<file path="src/hdl/double_hash_table_cache_top_macros.svh">
// Assertion helpers used by the table controller RTL.
`ifndef DOUBLE_HASH_TABLE_CACHE_TOP_MACROS_SVH
`define DOUBLE_HASH_TABLE_CACHE_TOP_MACROS_SVH
`ifndef SYNTHESIS
// same-cycle implication
`define DHTC_ASSERT_SAME(name, clk, rst, ante, cons) \
   name: assert property (@(posedge clk) disable iff (rst) (ante) |-> (cons)) \
      else $error("dhtc assertion failed");
// next-cycle implication
`define DHTC_ASSERT_NEXT(name, clk, rst, ante, cons) \
   name: assert property (@(posedge clk) disable iff (rst) (ante) |=> (cons)) \
      else $error("dhtc assertion failed");
`else
`define DHTC_ASSERT_SAME(name, clk, rst, ante, cons)
`define DHTC_ASSERT_NEXT(name, clk, rst, ante, cons)
`endif
`endif

</file>
<file path="src/hdl/dhtc_pkg.sv">
package dhtc_pkg;

   localparam logic [1:0] CMD_GET = 2'd0;
   localparam logic [1:0] CMD_SET = 2'd1;
   localparam logic [1:0] CMD_DEL = 2'd2;

   localparam logic [1:0] STATUS_OK   = 2'd0;
   localparam logic [1:0] STATUS_MISS = 2'd1;
   localparam logic [1:0] STATUS_FULL = 2'd2;

   localparam logic [31:0] HASH_MUL   = 32'd2654435769;
   localparam logic [31:0] TAG_TOP    = 32'h8000_0000;
   localparam logic [31:0] MARK_EMPTY = 32'd0;
   localparam logic [31:0] MARK_DEAD  = 32'd1;

   localparam logic [7:0] MAX_ENTRIES_RESET = 8'd128;

   // remainder unit: bits of tag/step consumed per cycle
   localparam int MOD_BITS  = 4;
   localparam int MOD_STEPS = 32 / MOD_BITS;
   localparam int MOD_CNT_W = $clog2(MOD_STEPS);

   typedef struct packed {
      logic [1:0]  cmd;
      logic [31:0] key;
      logic [31:0] value;
   } dhtc_req_type;

   typedef struct packed {
      logic [1:0]  status;
      logic [31:0] read_value;
      logic [7:0]  slot;
   } dhtc_rsp_type;

   typedef enum logic [2:0] {
      ST_CLEAR,
      ST_IDLE,
      ST_HASH,
      ST_STEP,
      ST_MOD,
      ST_READ,
      ST_CHECK,
      ST_DONE
   } dhtc_state_type;

   typedef struct packed {
      logic clear;
      logic load;
      logic tag_mul;
      logic step_mul;
      logic mod_step;
      logic read;
      logic check;
      logic commit;
   } dhtc_ctl_type;

   typedef struct packed {
      logic clear_last;
      logic mod_last;
      logic probe_stop;
   } dhtc_sts_type;

endpackage

</file>
<file path="src/hdl/dhtc_ctrl.sv">
`include "double_hash_table_cache_top_macros.svh"

module dhtc_ctrl import dhtc_pkg::*; (
   input  logic         clock,
   input  logic         reset,
   input  logic         req_valid,
   output logic         req_stall,
   output logic         rsp_valid,
   input  logic         rsp_stall,
   output dhtc_ctl_type ctl,
   input  dhtc_sts_type sts
);

   dhtc_state_type state_ff, state_in;
   logic           rsp_valid_ff, rsp_valid_in;
   logic           out_free;

   // output register can take a new item this cycle
   assign out_free = !rsp_valid_ff || !rsp_stall;

   always_comb begin
      state_in = state_ff;
      unique case (state_ff)
         ST_CLEAR: begin
            if (sts.clear_last) begin
               state_in = ST_IDLE;
            end
         end
         ST_IDLE: begin
            if (req_valid) begin
               state_in = ST_HASH;
            end
         end
         ST_HASH:  state_in = ST_STEP;
         ST_STEP:  state_in = ST_MOD;
         ST_MOD: begin
            if (sts.mod_last) begin
               state_in = ST_READ;
            end
         end
         ST_READ:  state_in = ST_CHECK;
         ST_CHECK: begin
            state_in = sts.probe_stop ? ST_DONE : ST_READ;
         end
         ST_DONE: begin
            if (out_free) begin
               state_in = ST_IDLE;
            end
         end
         default:  state_in = ST_IDLE;
      endcase
   end

   always_comb begin
      ctl       = '0;
      req_stall = 1'b1;
      unique case (state_ff)
         ST_CLEAR: ctl.clear = 1'b1;
         ST_IDLE: begin
            req_stall = 1'b0;
            ctl.load  = req_valid;
         end
         ST_HASH:  ctl.tag_mul  = 1'b1;
         ST_STEP:  ctl.step_mul = 1'b1;
         ST_MOD:   ctl.mod_step = 1'b1;
         ST_READ:  ctl.read     = 1'b1;
         ST_CHECK: ctl.check    = 1'b1;
         ST_DONE:  ctl.commit   = out_free;
         default: begin
         end
      endcase
   end

   assign rsp_valid_in = ctl.commit || (rsp_valid_ff && rsp_stall);

   always_ff @(posedge clock) begin
      if (reset) begin
         state_ff     <= ST_CLEAR;
         rsp_valid_ff <= 1'b0;
      end else begin
         state_ff     <= state_in;
         rsp_valid_ff <= rsp_valid_in;
      end
   end

   assign rsp_valid = rsp_valid_ff;

   `DHTC_ASSERT_NEXT(a_accept_hash, clock, reset, req_valid && !req_stall, state_ff == ST_HASH)
   `DHTC_ASSERT_SAME(a_rsp_from_done, clock, reset, $rose(rsp_valid_ff), $past(state_ff) == ST_DONE)
   `DHTC_ASSERT_NEXT(a_clear_holds, clock, reset, (state_ff == ST_CLEAR) && !sts.clear_last, state_ff == ST_CLEAR)
   `DHTC_ASSERT_NEXT(a_commit_idle, clock, reset, ctl.commit, (state_ff == ST_IDLE) && rsp_valid_ff)

endmodule

</file>
<file path="config.mk">
export PLATFORM = sky130hd
export DESIGN_NAME = dhtc_ctrl
export DESIGN_NICKNAME = d
export VERILOG_FILES = /design/src/hdl/dhtc_pkg.sv /design/src/hdl/dhtc_ctrl.sv
export VERILOG_INCLUDE_DIRS = /design/src /design/src/hdl
export SDC_FILE = /design/constraint.sdc
export NUM_CORES = 1
export LEC_CHECK = 0
export ABC_CLOCK_PERIOD_IN_PS = 1700
export BUFFER_PORTS_ARGS = -buffer_cell sky130_fd_sc_hd__clkbuf_2
export CAP_MARGIN = 30
export CORE_AREA = 2 2 39 41
export DETAILED_ROUTE_END_ITERATION = 6
export DIE_AREA = 0 0 41 43
export PLACE_DENSITY = 0.53
export SETUP_SLACK_MARGIN = 0.02
export SLEW_MARGIN = 25
export SYNTH_ARGS = -nofsm -noshare
export SYNTH_HDL_FRONTEND = slang
export SYNTH_SLANG_ARGS = --single-unit
</file>
<file path="constraint.sdc">
create_clock -name clock -period 1.7 [get_ports clock]
set_clock_uncertainty 0.2 [all_clocks]
set_input_delay 0.085 -clock clock [delete_from_list [all_inputs] [get_ports clock]]
set_output_delay 0.085 -clock clock [all_outputs]
set_load 0.03 [all_outputs]
</file>
* Word level (Yosys, flattened, before mapping) *
Cells that the tools add are included.

word-level totals
  flip-flop bits (word level) = 4
  latch bits = 0
  memory bits (writable) = 0
  memory bits (read-only) = 0
  input port bits = 7
  output and inout bits = 10
  logic and storage cells = 35
  memories = 0

operators by class
  add/subtract/negate cells = 0
  multipliers = 0
  div/mod/pow operators = 0
  magnitude comparators = 0
  equal/unequal tests = 11
  shift operators = 0
  mux-type cells = 15
  bitwise operators = 0
  reductions and logical operators = 7

operators with widths
  kind                                                                    count
  3-bit one-hot mux with 8 select lines                                   1
  3-bit equality test (second input constant)                             4
  3-bit two-way mux                                                       4
  1-bit two-way mux                                                       9
  2-bit inequality test (second input constant)                           4
  3-bit by 2-bit equality test with 1-bit output (second input constant)  2
  4-bit AND reduction                                                     1
  3-bit by 1-bit equality test with 1-bit output (second input constant)  1
  3-bit logical NOT                                                       1
  1-bit logical NOT                                                       2
  1-bit logical OR                                                        2
  2-bit two-way mux                                                       1
  1-bit logical AND                                                       1

* Depth between registers and ports, before layout *
  word-level depth = 4
  mapped depth = 4
  gate-level depth less buffers = 3

* Worst setup path after synthesis *
No wires, ideal clock.

  path kind = flip-flop to flip-flop
  start = register state_ff[0]
  end = register state_ff[2]
  library setup time = 0.149 ns
  arrival time = 1.199 ns
  required time = 1.351 ns
  slack = 0.152 ns
  stages on the path, launching flop included = 5
  buffers on the path = 1
  clock period less this slack = 1.548 ns
  cells stage by stage = dfxtp_1 -> buf_4 -> nand3_1 -> a21oi_1 -> nor3_1

between the ends
  cells in the longest elaborated chain, start to end = 3
  elaborated cells between the ends (all ways) = 14
  classes of those cells = eq/ne (11); mux (1); reduce/logical (2)

RTL lines
  item                                               line             text
  start: declaration                                 dhtc_ctrl.sv:14  dhtc_state_type state_ff, state_in;
  start signal: assignment                           dhtc_ctrl.sv:81  state_ff <= state_in;
  3-bit equality test, or another cell as far along  dhtc_ctrl.sv:23  unique case (state_ff)
  2-bit inequality test (no source line)             n/a
  4-bit AND reduction (no source line)               n/a

Several ways; a longest one is shown, not always the timed one.
A chain may end at the register's enable or synchronous reset.

==> results.yml <==
logic_synthesis:
  synthCells: 36
  avgSynthCellArea_um2: 7.72
  ys.warnings.count: 0
  synthesis.area_um2: 278
  syn-num-nets: 43
  yosysSeqAreaShare: 0.288
  yosys.cell_types.count: 18
  ys_ff_latch: 4
clocking:
  clockRootBuffer: "clkbuf_4"
  post_cts_buffers: 0
  cts_tree: "done"
  clock_latency_ps: 240
  cts_max_path_buffers: 2
  htree_levels: 1
  path_clk_slew_ps: 40
  cts_buffers: 3
  clock-sinks: 4
critical_path:
  endpoint: "ctl[6]"
  r2r_start: "state_ff[2]"
  critPathLaunchType: "register"
  end_kind: "primary output"
  critPathRequiredTime_ps: 1410
  crit_fanout: 12
  crit_type: "reg2out"
  reg2reg_slack_ps: 380
  regToRegEndpoint: "state_ff[0]"
  rr_worst_depth: 3
  worst_ep_arrival_time_ps: 1270
  startpoint: "state_ff[0]"
global_route:
  grt_pass1_vias: 280
  grt_max_degree: 13
  antenna_found_initial: 0
  grt_usage: 0.0934
  grt_first_pass_wirelength_um: 1080
  grt_remaining_overflow: 0
drt:
  first_pass_iters: 2
  vias: 329
  via_per_inst: 4.63
  postRouteAntennaNets: 0
  wl_met3_um: 78
  wl_met1_um: 291
  wirelength_um: 695
  post-route-drc-count: 0
  wl_per_cell_um: 9.79
  top_layer: "met4"
  drtIter0Drc: 2
  dr_wl_met2_um: 318
min_path:
  worst_hold_path_type: "in2reg"
  min-delay-start: "sts[0]"
pwr:
  power_density_nw_per_um2: 802
  seq_power_share: 0.368
  clockPowerShare: 0.367
  swShare: 0.339
  p_comb_frac: 0.265
  power_w: 0.000324
  p_sw_w: 0.000110
  vdd_drop_max_uv: 337
  p_int_w: 0.000214
  leakage_nw: 0.188
sta:
  fmax_ghz: 0.643
  rsz0062_at_grt: "false"
  period_share: 0.914
  setup_viol: 0
  period_minus_slack_ps: 1550
  drv_slew: 0
  worst_pin_slew_ps: 237
  whs_ps: -1.81
  hold_viol: 1
  relSlewSlack: 0.842
  final.setup.worst_slack_ps: 146
  finalSetupTns_ps: 0
floorplan:
  core-area_um2: 1380
  start_util: 0.201
  die_w_um: 41
  die_area_um2: 1760
  ios: 17
  fp.dieH_um: 43
  rows: 14
outcome:
  status: "complete, but fails checks"
  violations: "negative hold slack"
placement:
  numPortBuffers: 16
  globalplace.congestion: 0.665
  hpwl_um: 502
  place_ws_ps: 241
  dp_cells: 65
job:
  drv_cap: 0
final_layout:
  nets: 64
  layout-drive-gt1-share: 0.455
  fin_cells: 71
  antenna_cells: 0
  area.growth.synth_to_final_pct: 45.5
[sequential cells by signal (all words and copies together) (netlist names)]
| register | cells |
|---|---|
| state_ff | 3 |
| rsp_valid | 1 |
[per-layer routing]
metal | global-route usage | vias to the layer above
met4 | 0.0400 | 0
li1 | - | 164
met3 | 0.0628 | 2
met2 | 0.131 | 16
met5 | 0 | -
met1 | 0.106 | 147
[cells in the final DEF (no fill, tap or decap), types with 2 or more instances in the layout]
cell type       n
a21oi_1         5
nor3_1          3
clkbuf_4        3
dfxtp_2         3
nor2_1          4
nand2b_1        2
dlygate4sd3_1   3
nand2_1         3
clkbuf_2       16
inv_1           3
[synthesized netlist by cell type (all sizes together)]
cell type | count | area (um2)
nor2 | 4 | 15.0
nand2b | 2 | 12.5
nor3b | 1 | 18.8
buf | 3 | 30.0
o211ai | 1 | 7.51
inv | 4 | 15.0
nand4 | 1 | 6.26
dfxtp | 4 | 80.1
a31oi | 1 | 6.26
or3 | 1 | 6.26
a211o | 1 | 8.76
nand3 | 1 | 5.00
nor3 | 3 | 15.0
nand2 | 3 | 11.3
a2111oi | 1 | 15.0
a21oi | 5 | 25.0
[per-stage QoR]
stage	area, um2	util
2_1_floorplan	278	-
3_5_place_dp	348	0.251
3_3_place_gp	348	0.251
4_1_cts	402	0.290
6_report	404	0.292
5_1_grt	404	0.292
[critical path, stage by stage (launching register included)]
cell and delay (ps):
dfxtp_2 450, nand2b_1 120, nand2b_1 170, nor2_1 90, clkbuf_2 210
[cell families after synthesis]
group,after synthesis,share of synthesized area
buffers and inverters,7,0.162
AO/OA/AOI/OAI,9,0.225
AND/OR/NAND/NOR,16,0.324
flip-flops,4,0.288
[what timing repair did]
| action | in CTS | in global routing |
|---|---|---|
| setup endpoints to repair | 2 | 1 |
| cloned | 0 | 0 |
| resized for setup | 1 | 2 |
| hold buffers | 3 | 0 |
| endpoints found under the hold margin | 4 | 0 |
[power groups by stage]
stage / clock network [W] / registers [W] / logic [W]
2_1_floorplan: 0 / 0.000105 / 0.0000782
6_report: 0.000119 / 0.000119 / 0.0000858
3_5_place_dp: 0 / 0.000120 / 0.0000809
5_1_grt: 0.000130 / 0.000121 / 0.0000917
4_1_cts: 0.000125 / 0.000119 / 0.0000865
3_3_place_gp: 0 / 0.000119 / 0.0000809
[final cells by class]
cell class | instances | area, um2
Tap cell | 16 | 20.0
Sequential cell | 4 | 83.8
Inverter | 4 | 15.0
Fill cell | 158 | 980
Clock buffer | 3 | 22.5
Timing Repair Buffer | 19 | 110
Multi-Input combinational cell | 25 | 153
[worst min path at each step]
stage          slack, ps  cells past startpoint     endpoint
5_1_grt               30                      4  state_ff[1]
4_1_cts                4                      4  state_ff[1]
6_report              -2                      4  state_ff[1]
3_3_place_gp         130                      2  state_ff[0]
3_5_place_dp         120                      2  state_ff[0]
2_1_floorplan        -50                      1  state_ff[0]
(Power assumes the default switching activity.)
